File: src/rtl/joint_angle_rep_phase_tracker_macros.svh
// assertion macros used by the tracker controller
`ifndef JOINT_ANGLE_REP_PHASE_TRACKER_MACROS_SVH
`define JOINT_ANGLE_REP_PHASE_TRACKER_MACROS_SVH

// same-cycle implication, checked on clk, off during rst
`define JART_ASSERT_IMPL(lbl, pre, post, msg) \
  lbl: assert property (@(posedge clk) disable iff (rst) (pre) |-> (post)) else $error(msg);

// next-cycle implication, checked on clk, off during rst
`define JART_ASSERT_NEXT(lbl, pre, post, msg) \
  lbl: assert property (@(posedge clk) disable iff (rst) (pre) |=> (post)) else $error(msg);

`endif

File: src/rtl/jart_pkg.sv
`default_nettype none
package jart_pkg;

  localparam int DEF_COORD_WIDTH  = 16;
  localparam int DEF_CORDIC_STEPS = 16;
  localparam int ATAN_LEN         = 24;
  localparam int STEP_W           = 5;
  localparam int NORM_BIT         = 40;
  localparam int QUOT_BITS        = 11;

  localparam int ANGLE_MAX   = 1800;
  localparam int F_MAX       = ANGLE_MAX * 256;
  localparam int NEAR_BAND   = 100;
  localparam int LEAVE_BAND  = 150;
  localparam int RETURN_BAND = 120;
  localparam int QUARTER_Q16 = 90 * 65536;

  localparam int FAST_MS    = 1200;
  localparam int SLOW_MS    = 5000;
  localparam int TEMPO_FAST = 400;
  localparam int TEMPO_SLOW = 425;
  localparam int TEMPO_NORM = 500;
  localparam int W_ACH      = 1500;
  localparam int W_PARTIAL  = 1400;
  localparam int W_GOOD     = 1700;
  localparam int SCORE_MAX  = 1000;
  localparam int CNT_MAX    = 65535;

  typedef enum logic [1:0] {
    PH_START, PH_MOVING, PH_INFLECTION, PH_RETURNING
  } phase_t;

  typedef enum logic [1:0] {
    RT_PERFECT, RT_GOOD, RT_PARTIAL
  } rating_t;

  typedef enum logic [2:0] {
    REG_EXT, REG_CONT, REG_MIN, REG_MAX, REG_ROM, REG_ALPHA
  } reg_idx_t;

  typedef struct packed {
    logic [10:0] ext;
    logic [10:0] cont;
    logic [15:0] min_ms;
    logic [15:0] max_ms;
    logic [10:0] rom;
    logic [8:0]  alpha;
  } cfg_t;

  typedef struct packed {
    logic [15:0] first_x;
    logic [15:0] first_y;
    logic [15:0] vertex_x;
    logic [15:0] vertex_y;
    logic [15:0] third_x;
    logic [15:0] third_y;
    logic [31:0] time_ms;
  } in_item_t;

  typedef struct packed {
    logic        rep_done;
    logic [15:0] rep_count;
    logic [1:0]  phase;
    logic [10:0] smoothed_angle;
    logic [10:0] peak_angle;
    logic [10:0] start_angle;
    logic [15:0] rep_duration_ms;
    logic [9:0]  quality_score;
    logic [1:0]  form_rating;
  } out_item_t;

  typedef enum logic [4:0] {
    OP_NONE, OP_LOAD, OP_MUL0, OP_MUL1, OP_MUL2, OP_MUL3, OP_MUL4, OP_PREP,
    OP_NORM, OP_ROT, OP_FIN, OP_EMA0, OP_EMA1, OP_UPD, OP_SC0, OP_SC1, OP_SC2,
    OP_DIV, OP_EMIT
  } op_t;

  typedef struct packed {
    op_t              op;
    logic [STEP_W-1:0] idx;
  } cmd_t;

  typedef struct packed {
    logic degen;
    logic norm_done;
  } status_t;

  // atan(2^-i) in q16 degrees
  function automatic logic [21:0] atan_q16(input logic [STEP_W-1:0] i);
    logic [21:0] v;
    case (i)
      5'd0:  v = 22'd2949120;
      5'd1:  v = 22'd1740967;
      5'd2:  v = 22'd919879;
      5'd3:  v = 22'd466945;
      5'd4:  v = 22'd234379;
      5'd5:  v = 22'd117304;
      5'd6:  v = 22'd58666;
      5'd7:  v = 22'd29335;
      5'd8:  v = 22'd14668;
      5'd9:  v = 22'd7334;
      5'd10: v = 22'd3667;
      5'd11: v = 22'd1833;
      5'd12: v = 22'd917;
      5'd13: v = 22'd458;
      5'd14: v = 22'd229;
      5'd15: v = 22'd115;
      5'd16: v = 22'd57;
      5'd17: v = 22'd29;
      5'd18: v = 22'd14;
      5'd19: v = 22'd7;
      5'd20: v = 22'd4;
      5'd21: v = 22'd2;
      5'd22: v = 22'd1;
      default: v = 22'd0;
    endcase
    return v;
  endfunction

endpackage
`default_nettype wire

File: src/rtl/jart_ifs.sv
`default_nettype none
interface jart_in_if;
  logic               valid;
  logic               ready;
  logic signed [15:0] first_x;
  logic signed [15:0] first_y;
  logic signed [15:0] vertex_x;
  logic signed [15:0] vertex_y;
  logic signed [15:0] third_x;
  logic signed [15:0] third_y;
  logic [31:0]        time_ms;
  modport source(output valid, first_x, first_y, vertex_x, vertex_y, third_x, third_y,
                 time_ms, input ready);
  modport sink(input valid, first_x, first_y, vertex_x, vertex_y, third_x, third_y,
               time_ms, output ready);
endinterface

interface jart_out_if;
  logic        valid;
  logic        ready;
  logic        rep_done;
  logic [15:0] rep_count;
  logic [1:0]  phase;
  logic [10:0] smoothed_angle;
  logic [10:0] peak_angle;
  logic [10:0] start_angle;
  logic [15:0] rep_duration_ms;
  logic [9:0]  quality_score;
  logic [1:0]  form_rating;
  modport source(output valid, rep_done, rep_count, phase, smoothed_angle, peak_angle,
                 start_angle, rep_duration_ms, quality_score, form_rating, input ready);
  modport sink(input valid, rep_done, rep_count, phase, smoothed_angle, peak_angle,
               start_angle, rep_duration_ms, quality_score, form_rating, output ready);
endinterface
`default_nettype wire

File: src/rtl/jart_cfg.sv
`default_nettype none
module jart_cfg import jart_pkg::*; (
  input  logic        clk,
  input  logic        rst,
  input  logic        psel,
  input  logic        penable,
  input  logic        pwrite,
  input  logic [4:0]  paddr,
  input  logic [31:0] pwdata,
  output logic [31:0] prdata,
  output logic        pready,
  output cfg_t        cfg
);

  logic wr;

  assign wr     = psel && penable && pwrite;
  assign pready = 1'b1;

  always_ff @(posedge clk) begin
    if (rst) begin
      cfg.ext    <= 11'd1500;
      cfg.cont   <= 11'd550;
      cfg.min_ms <= 16'd750;
      cfg.max_ms <= 16'd8000;
      cfg.rom    <= 11'd150;
      cfg.alpha  <= 9'd115;
    end else if (wr) begin
      case (paddr[4:2])
        REG_EXT:   cfg.ext    <= pwdata[10:0];
        REG_CONT:  cfg.cont   <= pwdata[10:0];
        REG_MIN:   cfg.min_ms <= pwdata[15:0];
        REG_MAX:   cfg.max_ms <= pwdata[15:0];
        REG_ROM:   cfg.rom    <= pwdata[10:0];
        REG_ALPHA: cfg.alpha  <= pwdata[8:0];
        default: ;
      endcase
    end
  end

  always_comb begin
    case (paddr[4:2])
      REG_EXT:   prdata = {21'd0, cfg.ext};
      REG_CONT:  prdata = {21'd0, cfg.cont};
      REG_MIN:   prdata = {16'd0, cfg.min_ms};
      REG_MAX:   prdata = {16'd0, cfg.max_ms};
      REG_ROM:   prdata = {21'd0, cfg.rom};
      REG_ALPHA: prdata = {23'd0, cfg.alpha};
      default:   prdata = 32'd0;
    endcase
  end

endmodule
`default_nettype wire

File: src/rtl/jart_dp.sv
`default_nettype none
module jart_dp import jart_pkg::*; #(
  parameter int COORD_WIDTH = DEF_COORD_WIDTH
) (
  input  logic      clk,
  input  logic      rst,
  input  cmd_t      cmd,
  input  cfg_t      cfg,
  input  in_item_t  in_item,
  output status_t   st,
  output out_item_t out_item
);

  localparam int CW = COORD_WIDTH;
  localparam int XW = (CW > 16) ? CW : 16;
  localparam int UW = CW + 1;
  localparam int PW = 2 * CW + 3;
  localparam int NW = ((PW > NORM_BIT + 1) ? PW : NORM_BIT + 1) + 3;
  localparam int ZW = 26;

  localparam logic signed [12:0] NEAR_S  = 13'(NEAR_BAND);
  localparam logic signed [12:0] LEAVE_S = 13'(LEAVE_BAND);
  localparam logic signed [12:0] RET_S   = 13'(RETURN_BAND);

  function automatic logic signed [CW-1:0] crd(input logic [15:0] v);
    logic [XW-1:0] e;
    e = XW'(v);
    return e[CW-1:0];
  endfunction

  // frame operands
  logic signed [UW-1:0]   ux, uy, vx, vy;
  logic [31:0]            time_r;
  logic signed [2*UW-1:0] prod, mp;
  logic signed [UW-1:0]   ma, mb;
  // cordic
  logic signed [NW-1:0]   x, y, xs, ys, yabs;
  logic signed [ZW-1:0]   z, at;
  logic [NW-1:0]          orv;
  logic [10:0]            raw;
  logic [24:0]            zc;
  logic [29:0]            zt;
  // smoothing
  logic [19:0]            f;
  logic                   seeded, seeding;
  logic signed [21:0]     ediff;
  logic signed [31:0]     eprod, ed;
  logic signed [32:0]     fn;
  logic [20:0]            fr;
  logic [10:0]            sm;
  // rep tracking
  phase_t                 phase, phase_next;
  logic [10:0]            start_a, peak_a, start_next, peak_next;
  logic [31:0]            rep_start_time, rst_time_next, elapsed;
  logic [15:0]            rep_duration, dur_next, rep_counter, cnt_next;
  logic                   done_r, done_next, inv;
  logic signed [12:0]     sa, se, sc, srm, speak;
  logic [8:0]             tempo2;
  // scoring
  logic signed [11:0]     dd, rr;
  logic [10:0]            ach0, tgt0, ach1, tgt, ach, tgt_r;
  logic [21:0]            m1, t14, t17;
  logic [19:0]            m2;
  logic [22:0]            num, dvd;
  logic [11:0]            rem, dv;
  logic [12:0]            r2;
  logic                   ge;
  logic [QUOT_BITS-1:0]   qd;
  logic [9:0]             last_score, score_new;
  rating_t                last_rating;
  out_item_t              out_r;

  assign orv          = x | y;
  assign st.norm_done = |orv[NW-1:NORM_BIT];
  assign st.degen     = (x == '0) && (y == '0);

  always_comb begin
    case (cmd.op)
      OP_MUL0: begin ma = ux; mb = vx; end
      OP_MUL1: begin ma = uy; mb = vy; end
      OP_MUL2: begin ma = ux; mb = vy; end
      default: begin ma = uy; mb = vx; end
    endcase
  end
  assign mp = ma * mb;

  assign yabs = y[NW-1] ? -y : y;
  assign xs   = x >>> cmd.idx;
  assign ys   = y >>> cmd.idx;
  assign at   = signed'(ZW'(atan_q16(cmd.idx)));
  assign zc   = z[ZW-1] ? 25'd0 : z[24:0];
  assign zt   = {2'b0, zc, 3'b0} + {4'b0, zc, 1'b0} + 30'd32768;

  assign ediff = signed'({3'b0, raw, 8'b0}) - signed'({2'b0, f});
  assign ed    = (eprod + 32'sd128) >>> 8;
  assign fn    = signed'({13'b0, f}) + 33'(ed);
  assign fr    = {1'b0, f} + 21'd128;
  assign sm    = (fr[20:8] > 13'(ANGLE_MAX)) ? 11'(ANGLE_MAX) : fr[18:8];

  assign inv     = cfg.cont > cfg.ext;
  assign sa      = signed'({2'b0, sm});
  assign se      = signed'({2'b0, cfg.ext});
  assign sc      = signed'({2'b0, cfg.cont});
  assign srm     = signed'({2'b0, cfg.rom});
  assign speak   = signed'({2'b0, peak_a});
  assign elapsed = time_r - rep_start_time;

  always_comb begin
    phase_next    = phase;
    start_next    = start_a;
    peak_next     = peak_a;
    rst_time_next = rep_start_time;
    dur_next      = rep_duration;
    cnt_next      = rep_counter;
    done_next     = 1'b0;
    if (phase != PH_START) begin
      dur_next = (|elapsed[31:16]) ? 16'hFFFF : elapsed[15:0];
    end
    case (phase)
      PH_START: begin
        if (inv ? (sa <= se + NEAR_S) : (sa >= se - NEAR_S)) begin
          start_next = sm;
          peak_next  = sm;
        end
        if (inv ? (sa > se + LEAVE_S) : (sa < se - LEAVE_S)) begin
          phase_next    = PH_MOVING;
          rst_time_next = time_r;
          peak_next     = sm;
        end
      end
      PH_MOVING: begin
        if (inv ? (sa > speak) : (sa < speak)) peak_next = sm;
        if (inv ? (sa >= sc) : (sa <= sc)) phase_next = PH_INFLECTION;
        else if (elapsed > {16'd0, cfg.max_ms}) phase_next = PH_START;
      end
      PH_INFLECTION: begin
        if (inv ? (sa > speak) : (sa < speak)) peak_next = sm;
        if (inv ? (sa < sc - RET_S) : (sa > sc + RET_S)) phase_next = PH_RETURNING;
      end
      PH_RETURNING: begin
        if (inv ? (sa <= se + srm) : (sa >= se - srm)) begin
          if (elapsed >= {16'd0, cfg.min_ms}) begin
            if (rep_counter != 16'(CNT_MAX)) cnt_next = rep_counter + 16'd1;
            done_next = 1'b1;
          end
          phase_next = PH_START;
        end else if (elapsed > {16'd0, cfg.max_ms}) begin
          phase_next = PH_START;
        end
      end
      default: ;
    endcase
  end

  assign dd   = signed'({1'b0, start_a}) - signed'({1'b0, peak_a});
  assign rr   = signed'({1'b0, cfg.ext}) - signed'({1'b0, cfg.cont});
  assign ach0 = dd[11] ? 11'(-dd) : dd[10:0];
  assign tgt0 = rr[11] ? 11'(-rr) : rr[10:0];
  assign tgt  = (tgt0 == 11'd0) ? 11'd1 : tgt0;
  assign ach1 = (tgt0 == 11'd0) ? 11'd1 : ach0;
  assign ach  = (ach1 > tgt) ? tgt : ach1;
  assign dvd  = num + 23'(tgt_r);
  assign dv   = {tgt_r, 1'b0};
  assign r2   = {rem, qd[QUOT_BITS-1]};
  assign ge   = r2 >= {1'b0, dv};
  assign score_new = !done_r ? last_score :
                     (qd > QUOT_BITS'(SCORE_MAX)) ? 10'(SCORE_MAX) : qd[9:0];

  always_ff @(posedge clk) begin
    if (rst) begin
      phase          <= PH_START;
      f              <= '0;
      seeded         <= 1'b0;
      start_a        <= '0;
      peak_a         <= '0;
      rep_start_time <= '0;
      rep_duration   <= '0;
      rep_counter    <= '0;
      last_score     <= '0;
      last_rating    <= RT_PERFECT;
      done_r         <= 1'b0;
    end else begin
      case (cmd.op)
        OP_LOAD: begin
          ux     <= UW'(crd(in_item.first_x)) - UW'(crd(in_item.vertex_x));
          uy     <= UW'(crd(in_item.first_y)) - UW'(crd(in_item.vertex_y));
          vx     <= UW'(crd(in_item.third_x)) - UW'(crd(in_item.vertex_x));
          vy     <= UW'(crd(in_item.third_y)) - UW'(crd(in_item.vertex_y));
          time_r <= in_item.time_ms;
        end
        OP_MUL0: prod <= mp;
        OP_MUL1: begin x <= NW'(prod); prod <= mp; end
        OP_MUL2: begin x <= x + NW'(prod); prod <= mp; end
        OP_MUL3: begin y <= NW'(prod); prod <= mp; end
        OP_MUL4: y <= y - NW'(prod);
        OP_PREP: begin
          if (x[NW-1]) begin
            x <= yabs;
            y <= -x;
            z <= ZW'(QUARTER_Q16);
          end else begin
            y <= yabs;
            z <= '0;
          end
        end
        OP_NORM: begin
          if (!st.norm_done) begin
            if (|orv[NW-1:32]) begin
              x <= x <<< 1;
              y <= y <<< 1;
            end else begin
              x <= x <<< 8;
              y <= y <<< 8;
            end
          end
        end
        OP_ROT: begin
          if (!y[NW-1]) begin
            x <= x + ys;
            y <= y - xs;
            z <= z + at;
          end else begin
            x <= x - ys;
            y <= y + xs;
            z <= z - at;
          end
        end
        OP_FIN: raw <= (zt[29:16] > 14'(ANGLE_MAX)) ? 11'(ANGLE_MAX) : zt[26:16];
        OP_EMA0: begin
          seeding <= !seeded;
          if (!seeded) begin
            f      <= {1'b0, raw, 8'b0};
            seeded <= 1'b1;
          end
          eprod <= 32'(ediff) * 32'(signed'({1'b0, cfg.alpha[8] ? 9'd256 : cfg.alpha}));
        end
        OP_EMA1: begin
          if (!seeding) begin
            if (fn[32]) f <= '0;
            else if (fn > 33'sd460800) f <= 20'(F_MAX);
            else f <= fn[19:0];
          end
        end
        OP_UPD: begin
          phase          <= phase_next;
          start_a        <= start_next;
          peak_a         <= peak_next;
          rep_start_time <= rst_time_next;
          rep_duration   <= dur_next;
          rep_counter    <= cnt_next;
          done_r         <= done_next;
          tempo2 <= (elapsed < 32'(FAST_MS)) ? 9'(TEMPO_FAST) :
                    (elapsed > 32'(SLOW_MS)) ? 9'(TEMPO_SLOW) : 9'(TEMPO_NORM);
        end
        OP_SC0: begin
          m1    <= 22'(ach) * 22'(W_ACH);
          m2    <= 20'(tgt) * 20'(tempo2);
          tgt_r <= tgt;
        end
        OP_SC1: begin
          num <= 23'(m1) + 23'(m2);
          t14 <= 22'(tgt_r) * 22'(W_PARTIAL);
          t17 <= 22'(tgt_r) * 22'(W_GOOD);
        end
        OP_SC2: begin
          rem <= dvd[22:QUOT_BITS];
          qd  <= dvd[QUOT_BITS-1:0];
          if (done_r) begin
            if (num < 23'(t14)) last_rating <= RT_PARTIAL;
            else if (num < 23'(t17)) last_rating <= RT_GOOD;
            else last_rating <= RT_PERFECT;
          end
        end
        OP_DIV: begin
          rem <= ge ? 12'(r2 - {1'b0, dv}) : r2[11:0];
          qd  <= {qd[QUOT_BITS-2:0], ge};
        end
        OP_EMIT: begin
          last_score            <= score_new;
          out_r.rep_done        <= done_r;
          out_r.rep_count       <= rep_counter;
          out_r.phase           <= phase;
          out_r.smoothed_angle  <= sm;
          out_r.peak_angle      <= peak_a;
          out_r.start_angle     <= start_a;
          out_r.rep_duration_ms <= rep_duration;
          out_r.quality_score   <= score_new;
          out_r.form_rating     <= last_rating;
        end
        default: ;
      endcase
    end
  end

  assign out_item = out_r;

endmodule
`default_nettype wire

File: src/rtl/jart_ctrl.sv
`default_nettype none
`include "joint_angle_rep_phase_tracker_macros.svh"
module jart_ctrl import jart_pkg::*; #(
  parameter int CORDIC_STEPS = DEF_CORDIC_STEPS
) (
  input  logic    clk,
  input  logic    rst,
  input  logic    in_valid,
  output logic    in_ready,
  output logic    out_valid,
  input  logic    out_ready,
  input  status_t st,
  output cmd_t    cmd
);

  localparam int NSTEPS = (CORDIC_STEPS < ATAN_LEN) ? CORDIC_STEPS : ATAN_LEN;
  localparam logic [STEP_W-1:0] ROT_LAST = STEP_W'(NSTEPS - 1);
  localparam logic [STEP_W-1:0] DIV_LAST = STEP_W'(QUOT_BITS - 1);

  typedef enum logic [4:0] {
    S_IDLE, S_MUL0, S_MUL1, S_MUL2, S_MUL3, S_MUL4, S_PREP, S_NORM, S_ROT,
    S_FIN, S_EMA0, S_EMA1, S_UPD, S_SC0, S_SC1, S_SC2, S_DIV, S_EMIT
  } state_t;

  state_t            state;
  logic [STEP_W-1:0] step;
  logic              emit_go;

  assign emit_go  = (state == S_EMIT) && (!out_valid || out_ready);
  assign in_ready = (state == S_IDLE);

  always_comb begin
    cmd.idx = step;
    case (state)
      S_IDLE:  cmd.op = in_valid ? OP_LOAD : OP_NONE;
      S_MUL0:  cmd.op = OP_MUL0;
      S_MUL1:  cmd.op = OP_MUL1;
      S_MUL2:  cmd.op = OP_MUL2;
      S_MUL3:  cmd.op = OP_MUL3;
      S_MUL4:  cmd.op = OP_MUL4;
      S_PREP:  cmd.op = OP_PREP;
      S_NORM:  cmd.op = OP_NORM;
      S_ROT:   cmd.op = OP_ROT;
      S_FIN:   cmd.op = OP_FIN;
      S_EMA0:  cmd.op = OP_EMA0;
      S_EMA1:  cmd.op = OP_EMA1;
      S_UPD:   cmd.op = OP_UPD;
      S_SC0:   cmd.op = OP_SC0;
      S_SC1:   cmd.op = OP_SC1;
      S_SC2:   cmd.op = OP_SC2;
      S_DIV:   cmd.op = OP_DIV;
      S_EMIT:  cmd.op = emit_go ? OP_EMIT : OP_NONE;
      default: cmd.op = OP_NONE;
    endcase
  end

  always_ff @(posedge clk) begin
    if (rst) begin
      state     <= S_IDLE;
      step      <= '0;
      out_valid <= 1'b0;
    end else begin
      if (emit_go) out_valid <= 1'b1;
      else if (out_ready) out_valid <= 1'b0;
      case (state)
        S_IDLE: if (in_valid) state <= S_MUL0;
        S_MUL0: state <= S_MUL1;
        S_MUL1: state <= S_MUL2;
        S_MUL2: state <= S_MUL3;
        S_MUL3: state <= S_MUL4;
        S_MUL4: state <= S_PREP;
        S_PREP: state <= st.degen ? S_FIN : S_NORM;
        S_NORM: begin
          if (st.norm_done) begin
            state <= S_ROT;
            step  <= '0;
          end
        end
        S_ROT: begin
          if (step == ROT_LAST) begin
            state <= S_FIN;
            step  <= '0;
          end else begin
            step <= step + 1'b1;
          end
        end
        S_FIN:  state <= S_EMA0;
        S_EMA0: state <= S_EMA1;
        S_EMA1: state <= S_UPD;
        S_UPD:  state <= S_SC0;
        S_SC0:  state <= S_SC1;
        S_SC1:  state <= S_SC2;
        S_SC2: begin
          state <= S_DIV;
          step  <= '0;
        end
        S_DIV: begin
          if (step == DIV_LAST) begin
            state <= S_EMIT;
            step  <= '0;
          end else begin
            step <= step + 1'b1;
          end
        end
        S_EMIT: begin
          if (emit_go) state <= S_IDLE;
        end
        default: state <= S_IDLE;
      endcase
    end
  end

  `JART_ASSERT_NEXT(a_accept_starts, in_valid && in_ready, state == S_MUL0, "frame did not start")
  `JART_ASSERT_IMPL(a_rot_bound, state == S_ROT, step <= ROT_LAST, "rotation step overrun")
  `JART_ASSERT_IMPL(a_div_bound, state == S_DIV, step <= DIV_LAST, "divide step overrun")
  `JART_ASSERT_NEXT(a_emit_loads, emit_go, out_valid && state == S_IDLE, "result not posted")

endmodule
`default_nettype wire

File: src/rtl/joint_angle_rep_phase_tracker.sv
// Joint-angle rep tracker. One frame in on in_ch (three joint points and a
// millisecond timestamp), one result out on out_ch per frame, in order.
// Both channels transfer on a clock edge with valid and ready high.
// Registers are written through the APB port (byte address 4*index, no wait
// states); write them only while no frame is in flight.
// A frame runs through the multiply states, a setup state, the normalize state
// (repeated until the vector is scaled up), the rotation steps (CORDIC_STEPS,
// at most ATAN_LEN), the smoothing, tracking and scoring states, the divide
// steps for the form score and a final state to post the result.
// A frame with a point on the vertex skips normalize and rotation.
// The multiplier is shared, there is a single CORDIC stage and the divider is
// bit-serial; one frame is worked on at a time, and the next frame is taken
// the cycle after the previous result is posted to the output register.
// If the receiver stalls, the result holds in the output register while the
// next frame is processed; that frame waits to post until the register frees.
// Reset (rst, synchronous) clears the phase machine, the filter, the counters
// and the last score and loads the register defaults.
`default_nettype none
module joint_angle_rep_phase_tracker import jart_pkg::*; #(
  parameter int COORD_WIDTH  = DEF_COORD_WIDTH,
  parameter int CORDIC_STEPS = DEF_CORDIC_STEPS
) (
  input  logic        clk,
  input  logic        rst,
  jart_in_if.sink     in_ch,
  jart_out_if.source  out_ch,
  input  logic        psel,
  input  logic        penable,
  input  logic        pwrite,
  input  logic [4:0]  paddr,
  input  logic [31:0] pwdata,
  output logic [31:0] prdata,
  output logic        pready
);

  cfg_t      cfg;
  cmd_t      cmd;
  status_t   st;
  in_item_t  in_item;
  out_item_t out_item;

  assign in_item = '{first_x: in_ch.first_x, first_y: in_ch.first_y,
                     vertex_x: in_ch.vertex_x, vertex_y: in_ch.vertex_y,
                     third_x: in_ch.third_x, third_y: in_ch.third_y,
                     time_ms: in_ch.time_ms};

  assign out_ch.rep_done        = out_item.rep_done;
  assign out_ch.rep_count       = out_item.rep_count;
  assign out_ch.phase           = out_item.phase;
  assign out_ch.smoothed_angle  = out_item.smoothed_angle;
  assign out_ch.peak_angle      = out_item.peak_angle;
  assign out_ch.start_angle     = out_item.start_angle;
  assign out_ch.rep_duration_ms = out_item.rep_duration_ms;
  assign out_ch.quality_score   = out_item.quality_score;
  assign out_ch.form_rating     = out_item.form_rating;

  jart_cfg u_cfg (
    .clk     (clk),
    .rst     (rst),
    .psel    (psel),
    .penable (penable),
    .pwrite  (pwrite),
    .paddr   (paddr),
    .pwdata  (pwdata),
    .prdata  (prdata),
    .pready  (pready),
    .cfg     (cfg)
  );

  jart_ctrl #(.CORDIC_STEPS(CORDIC_STEPS)) u_ctrl (
    .clk       (clk),
    .rst       (rst),
    .in_valid  (in_ch.valid),
    .in_ready  (in_ch.ready),
    .out_valid (out_ch.valid),
    .out_ready (out_ch.ready),
    .st        (st),
    .cmd       (cmd)
  );

  jart_dp #(.COORD_WIDTH(COORD_WIDTH)) u_dp (
    .clk      (clk),
    .rst      (rst),
    .cmd      (cmd),
    .cfg      (cfg),
    .in_item  (in_item),
    .st       (st),
    .out_item (out_item)
  );

endmodule
`default_nettype wire

File: src/flat_wrapper.sv
// flat-port wrapper written by rule: the top's interface ports become plain ports
module joint_angle_rep_phase_tracker_flat import jart_pkg::*;
#(
  parameter int COORD_WIDTH  = DEF_COORD_WIDTH,
  parameter int CORDIC_STEPS = DEF_CORDIC_STEPS
)
  (clk, rst, psel, penable, pwrite, paddr, pwdata, prdata, pready, in_ch_valid, in_ch_first_x, in_ch_first_y, in_ch_vertex_x, in_ch_vertex_y, in_ch_third_x, in_ch_third_y, in_ch_time_ms, in_ch_ready, out_ch_valid, out_ch_rep_done, out_ch_rep_count, out_ch_phase, out_ch_smoothed_angle, out_ch_peak_angle, out_ch_start_angle, out_ch_rep_duration_ms, out_ch_quality_score, out_ch_form_rating, out_ch_ready);
  jart_in_if in_ch_i ();
  jart_out_if out_ch_i ();
  input  logic clk;
  input  logic rst;
  input  logic psel;
  input  logic penable;
  input  logic pwrite;
  input  logic [4:0] paddr;
  input  logic [31:0] pwdata;
  output logic [31:0] prdata;
  output logic pready;
  input wire logic [$bits(in_ch_i.valid)-1:0] in_ch_valid;
  input wire logic [$bits(in_ch_i.first_x)-1:0] in_ch_first_x;
  input wire logic [$bits(in_ch_i.first_y)-1:0] in_ch_first_y;
  input wire logic [$bits(in_ch_i.vertex_x)-1:0] in_ch_vertex_x;
  input wire logic [$bits(in_ch_i.vertex_y)-1:0] in_ch_vertex_y;
  input wire logic [$bits(in_ch_i.third_x)-1:0] in_ch_third_x;
  input wire logic [$bits(in_ch_i.third_y)-1:0] in_ch_third_y;
  input wire logic [$bits(in_ch_i.time_ms)-1:0] in_ch_time_ms;
  output wire logic [$bits(in_ch_i.ready)-1:0] in_ch_ready;
  output wire logic [$bits(out_ch_i.valid)-1:0] out_ch_valid;
  output wire logic [$bits(out_ch_i.rep_done)-1:0] out_ch_rep_done;
  output wire logic [$bits(out_ch_i.rep_count)-1:0] out_ch_rep_count;
  output wire logic [$bits(out_ch_i.phase)-1:0] out_ch_phase;
  output wire logic [$bits(out_ch_i.smoothed_angle)-1:0] out_ch_smoothed_angle;
  output wire logic [$bits(out_ch_i.peak_angle)-1:0] out_ch_peak_angle;
  output wire logic [$bits(out_ch_i.start_angle)-1:0] out_ch_start_angle;
  output wire logic [$bits(out_ch_i.rep_duration_ms)-1:0] out_ch_rep_duration_ms;
  output wire logic [$bits(out_ch_i.quality_score)-1:0] out_ch_quality_score;
  output wire logic [$bits(out_ch_i.form_rating)-1:0] out_ch_form_rating;
  input wire logic [$bits(out_ch_i.ready)-1:0] out_ch_ready;
  assign in_ch_i.valid = in_ch_valid;
  assign in_ch_i.first_x = in_ch_first_x;
  assign in_ch_i.first_y = in_ch_first_y;
  assign in_ch_i.vertex_x = in_ch_vertex_x;
  assign in_ch_i.vertex_y = in_ch_vertex_y;
  assign in_ch_i.third_x = in_ch_third_x;
  assign in_ch_i.third_y = in_ch_third_y;
  assign in_ch_i.time_ms = in_ch_time_ms;
  assign in_ch_ready = in_ch_i.ready;
  assign out_ch_valid = out_ch_i.valid;
  assign out_ch_rep_done = out_ch_i.rep_done;
  assign out_ch_rep_count = out_ch_i.rep_count;
  assign out_ch_phase = out_ch_i.phase;
  assign out_ch_smoothed_angle = out_ch_i.smoothed_angle;
  assign out_ch_peak_angle = out_ch_i.peak_angle;
  assign out_ch_start_angle = out_ch_i.start_angle;
  assign out_ch_rep_duration_ms = out_ch_i.rep_duration_ms;
  assign out_ch_quality_score = out_ch_i.quality_score;
  assign out_ch_form_rating = out_ch_i.form_rating;
  assign out_ch_i.ready = out_ch_ready;
  joint_angle_rep_phase_tracker #(.COORD_WIDTH(COORD_WIDTH), .CORDIC_STEPS(CORDIC_STEPS)) u_core (.clk(clk), .rst(rst), .in_ch(in_ch_i), .out_ch(out_ch_i), .psel(psel), .penable(penable), .pwrite(pwrite), .paddr(paddr), .pwdata(pwdata), .prdata(prdata), .pready(pready));
endmodule
File: config.mk
export PLATFORM = sky130hd
export DESIGN_NAME = joint_angle_rep_phase_tracker_flat
export DESIGN_NICKNAME = d
export VERILOG_FILES = /design/src/rtl/jart_pkg.sv /design/src/rtl/jart_ifs.sv /design/src/rtl/jart_cfg.sv /design/src/rtl/jart_dp.sv /design/src/rtl/jart_ctrl.sv /design/src/rtl/joint_angle_rep_phase_tracker.sv /design/src/flat_wrapper.sv
export VERILOG_INCLUDE_DIRS = /design/src /design/src/rtl
export SDC_FILE = /design/constraint.sdc
export NUM_CORES = 2
export LEC_CHECK = 0
export ABC_AREA = 1
export BUFFER_PORTS_ARGS = -buffer_cell sky130_fd_sc_hd__buf_2
export CELL_PAD_IN_SITES_DETAIL_PLACEMENT = 1
export CELL_PAD_IN_SITES_GLOBAL_PLACEMENT = 2
export CORE_MARGIN = 2
export CORE_UTILIZATION = 41
export CTS_CLUSTER_SIZE = 16
export DETAILED_ROUTE_END_ITERATION = 7
export PLACE_DENSITY_LB_ADDON = 0.1
export SLEW_MARGIN = 20
export SYNTH_ARGS = -nofsm -noshare
export SYNTH_HDL_FRONTEND = slang
export SYNTH_SLANG_ARGS = --single-unit
File: constraint.sdc
create_clock -name clk -period 16 [get_ports clk]
set_input_delay 0.8 -clock clk [delete_from_list [all_inputs] [get_ports clk]]
set_output_delay 0.8 -clock clk [all_outputs]
set_load 0.005 [all_outputs]
==> results_dict.tcl <==
set metrics [dict create \
    design_area_um2 97800 \
    grt_pass1_vias 89263 \
    hold_viol_final 0 \
    final_cell_count_no_fill 15200 \
    yosys_most_used_dff "edfxtp_1" \
    rows 171 \
    outcome "complete, no violations" \
    yosysSeqAreaShare_pct 21.9 \
    crit_type "reg -> reg" \
    worstSetupStartpoint "u_core.u_cfg.cfg[64]$_SDFFE_PP0P_" \
    syn-instance-count 12137 \
    clockBufferDepth 3 \
    cp.required_ns 16.54 \
    tightest_slew_ns 1.19 \
    root_buffer "clkbuf_16" \
    max-cap-violations 0 \
    end_kind "flop" \
    fp.dieH_um 473 \
    final_common_cell "nand2_1" \
    multiInputGateArea_um2 61500 \
    cts_hold_buf 0 \
    place_congestion 0.984 \
    cts_tree "done" \
    register_area_um2 19700 \
    synthesis.area_um2 90000 \
    cts.htree.levels 3 \
    start_util_pct 41.4 \
    n_fill_cell 27229 \
    cts-buffers-inserted 98 \
    die-width_um 473 \
    min_path_type "in -> reg" \
    ant_nets 0 \
    portBuffers 251 \
    fin_skew_ns 0.0998 \
    drt-vias-per-instance 5.60 \
    r2r_slack_ns 4.30 \
    async_reset_ff_share_pct 0 \
    min_from "in_ch_time_ms[22]" \
    cts.sinks 732 \
    ctsResizeCount 0 \
    period_minus_slack_ns 11.70 \
    grt_first_pass_wirelength_mm 547 \
    num_io_pins 287 \
    place_ws_ns 4.23 \
    crit_top_cell "inv_1" \
    max_stage_delay_ns 0.75 \
    avgSynthCellArea_um2 7.42 \
    setup-violations-final 0 \
    grt_max_degree 103 \
    drc 0 \
    die-area_um2 223000 \
    wl_per_cell_um 23.7 \
    synth_warnings 0 \
    synth_seq_cells 732 \
    synth_edf_count 503 \
    area.growth.synth_to_final_pct 8.66 \
    r2r-end "u_core.u_dp.m1[21]$_DFFE_PP_" \
    insertion_delay_ns 0.81 \
    grt_use_total_pct 31.9 \
    drive_gt1_share_pct 5.89 \
    hpwlAfterDp_mm 297 \
    max_freq_mhz 85.5 \
    relSlewSlack_pct 19.6 \
    drv_slew 0 \
    ys_types 82 \
    worst_slack_ns 4.30 \
    r2r_start "u_core.u_cfg.cfg[64]$_SDFFE_PP0P_" \
    first_pass_iters 6 \
    placedCellCount 15007 \
    tns_ns 0 \
    dpl_cell_area_um2 94200 \
    final_cell_mix "nand2_1, inv_1, nor2_1, a21oi_1, ha_1" \
    critPathSlowestCell "dfxtp_1" \
    grt_overflow 0 \
    cp_max_fo 20 \
    startpoint_type "flop" \
    initialDrtViolationCount 6099 \
    critPathArrivalTime_ns 12.24 \
    rsz0062_at_grt "false" \
    nNetsFinal 13969 \
    fin_crit_sh_pct 73.1 \
    vias 85188 \
    crit_end "u_core.u_dp.m1[21]$_DFFE_PP_" \
    cts_setup_buffers 0 \
    antenna_found_initial 21 \
    r2r_cells 44 \
    path_clk_slew_ns 0.06 \
    routed_wl_mm 361 \
    core_um2 218000 \
]
[synthesized netlist by cell type, types with 12 or more instances]
master,number,area [µm²]
buf_4,26,195
inv_1,1948,7310
xor2_1,395,3460
nand3b_1,24,180
o21a_1,44,330
xnor2_1,139,1220
o211ai_1,71,533
clkinv_1,15,56.3
nor3_1,133,666
buf_2,55,275
o2111ai_1,40,350
ha_1,926,11600
nand2_1,2423,9090
a21o_1,32,240
nand3_1,742,3710
nor2_2,17,106
o221ai_1,22,193
nand2_2,12,75.1
inv_2,21,78.8
a21oi_1,956,4780
edfxtp_1,503,15100
o22ai_1,27,169
a21boi_0,23,173
a31oi_1,60,375
buf_1,43,161
o21ai_0,646,3230
or2_2,81,507
and3_1,12,75.1
a211oi_1,28,210
fa_1,617,12400
o31ai_1,40,300
a221oi_1,19,166
dfxtp_1,229,4580
nor4_1,40,250
o21ai_2,20,175
o21ai_1,78,390
nor2_1,1105,4150
nand4_1,161,1010
o21bai_1,38,285
clkbuf_1,212,796
[worst min-delay path by stage]
stage	to	slack [ns]	depth (start not counted)
floorplan	u_core.u_dp.num[0]$_DFFE_PP_	0.40	0
global placement	u_core.u_dp.out_item[12]$_DFFE_PP_	0.41	0
detailed placement	u_core.u_dp.out_item[19]$_DFFE_PP_	0.42	0
CTS	u_core.u_dp.time_r[22]$_DFFE_PP_	0.14	1
global route	u_core.u_dp.time_r[21]$_DFFE_PP_	0.17	1
finish	u_core.u_dp.time_r[22]$_DFFE_PP_	0.20	1
[worst max-delay path, delay by kind of cell, from the launching register on]
family / cells / cell delay [ns]
AND/OR/NAND/NOR: 16 / 3.14
adder cells (fa/ha/maj): 7 / 2.97
AO/OA/AOI/OAI: 12 / 2.89
buffers and inverters: 7 / 1.14
flip-flops: 1 / 0.75
XOR/XNOR: 2 / 0.58
[through the flow]
step / hold slack [ns] / utilization (%)
2_1_floorplan: 0.400 / -
3_3_place_gp: 0.413 / 43.3
3_5_place_dp: 0.419 / 43.3
4_1_cts: 0.141 / 44.9
5_1_grt: 0.168 / 44.9
6_report: 0.202 / 44.9
[state kept, by name, indices dropped and copies added, names as in the netlist, 22 cells and up]
register,flops
u_core.u_dp.eprod,24
u_core.u_dp.at,22
u_core.u_dp.out_item,80
u_core.u_dp.time_r,32
u_core.u_dp.rep_start_time,32
u_core.u_cfg.cfg,74
u_core.u_dp.prod,34
u_core.u_dp.x,44
u_core.u_dp.y,44
u_core.u_dp.num,23
u_core.u_dp.z,26
[kinds of logic after synthesis]
logic type / after synthesis / share of synthesized area (%)
compound gates: 2194 / 13.7
xor+xnor: 540 / 5.32
fa+ha+maj: 1543 / 26.6
buf+inv: 2333 / 10.0
flops: 732 / 21.9
mux: 9 / 0.100
other cells: 2 / 0.00834
simple gates: 4784 / 22.3
[final cells by class]
class | count | area share, %
Multi-Input combinational cell | 9087 | 62.9
Sequential cell | 732 | 20.1
Inverter | 1985 | 7.63
Tap cell | 2854 | 3.65
Clock buffer | 118 | 2.67
Timing Repair Buffer | 350 | 2.08
Clock inverter | 67 | 0.926
Antenna cell | 7 | 0.0179
[metal layers]
metal	GRT usage (%)	wire, µm	part of all wire [%]
met4	12.2	15500	4.3
met5	0	94	0.026
met1	43.3	162000	45
met3	3.90	20400	5.7
met2	51.8	163000	45
Power is left out: the tool's default activity adds up to more than one toggle a clock period on the data nets, which glitch-free logic cannot reach.
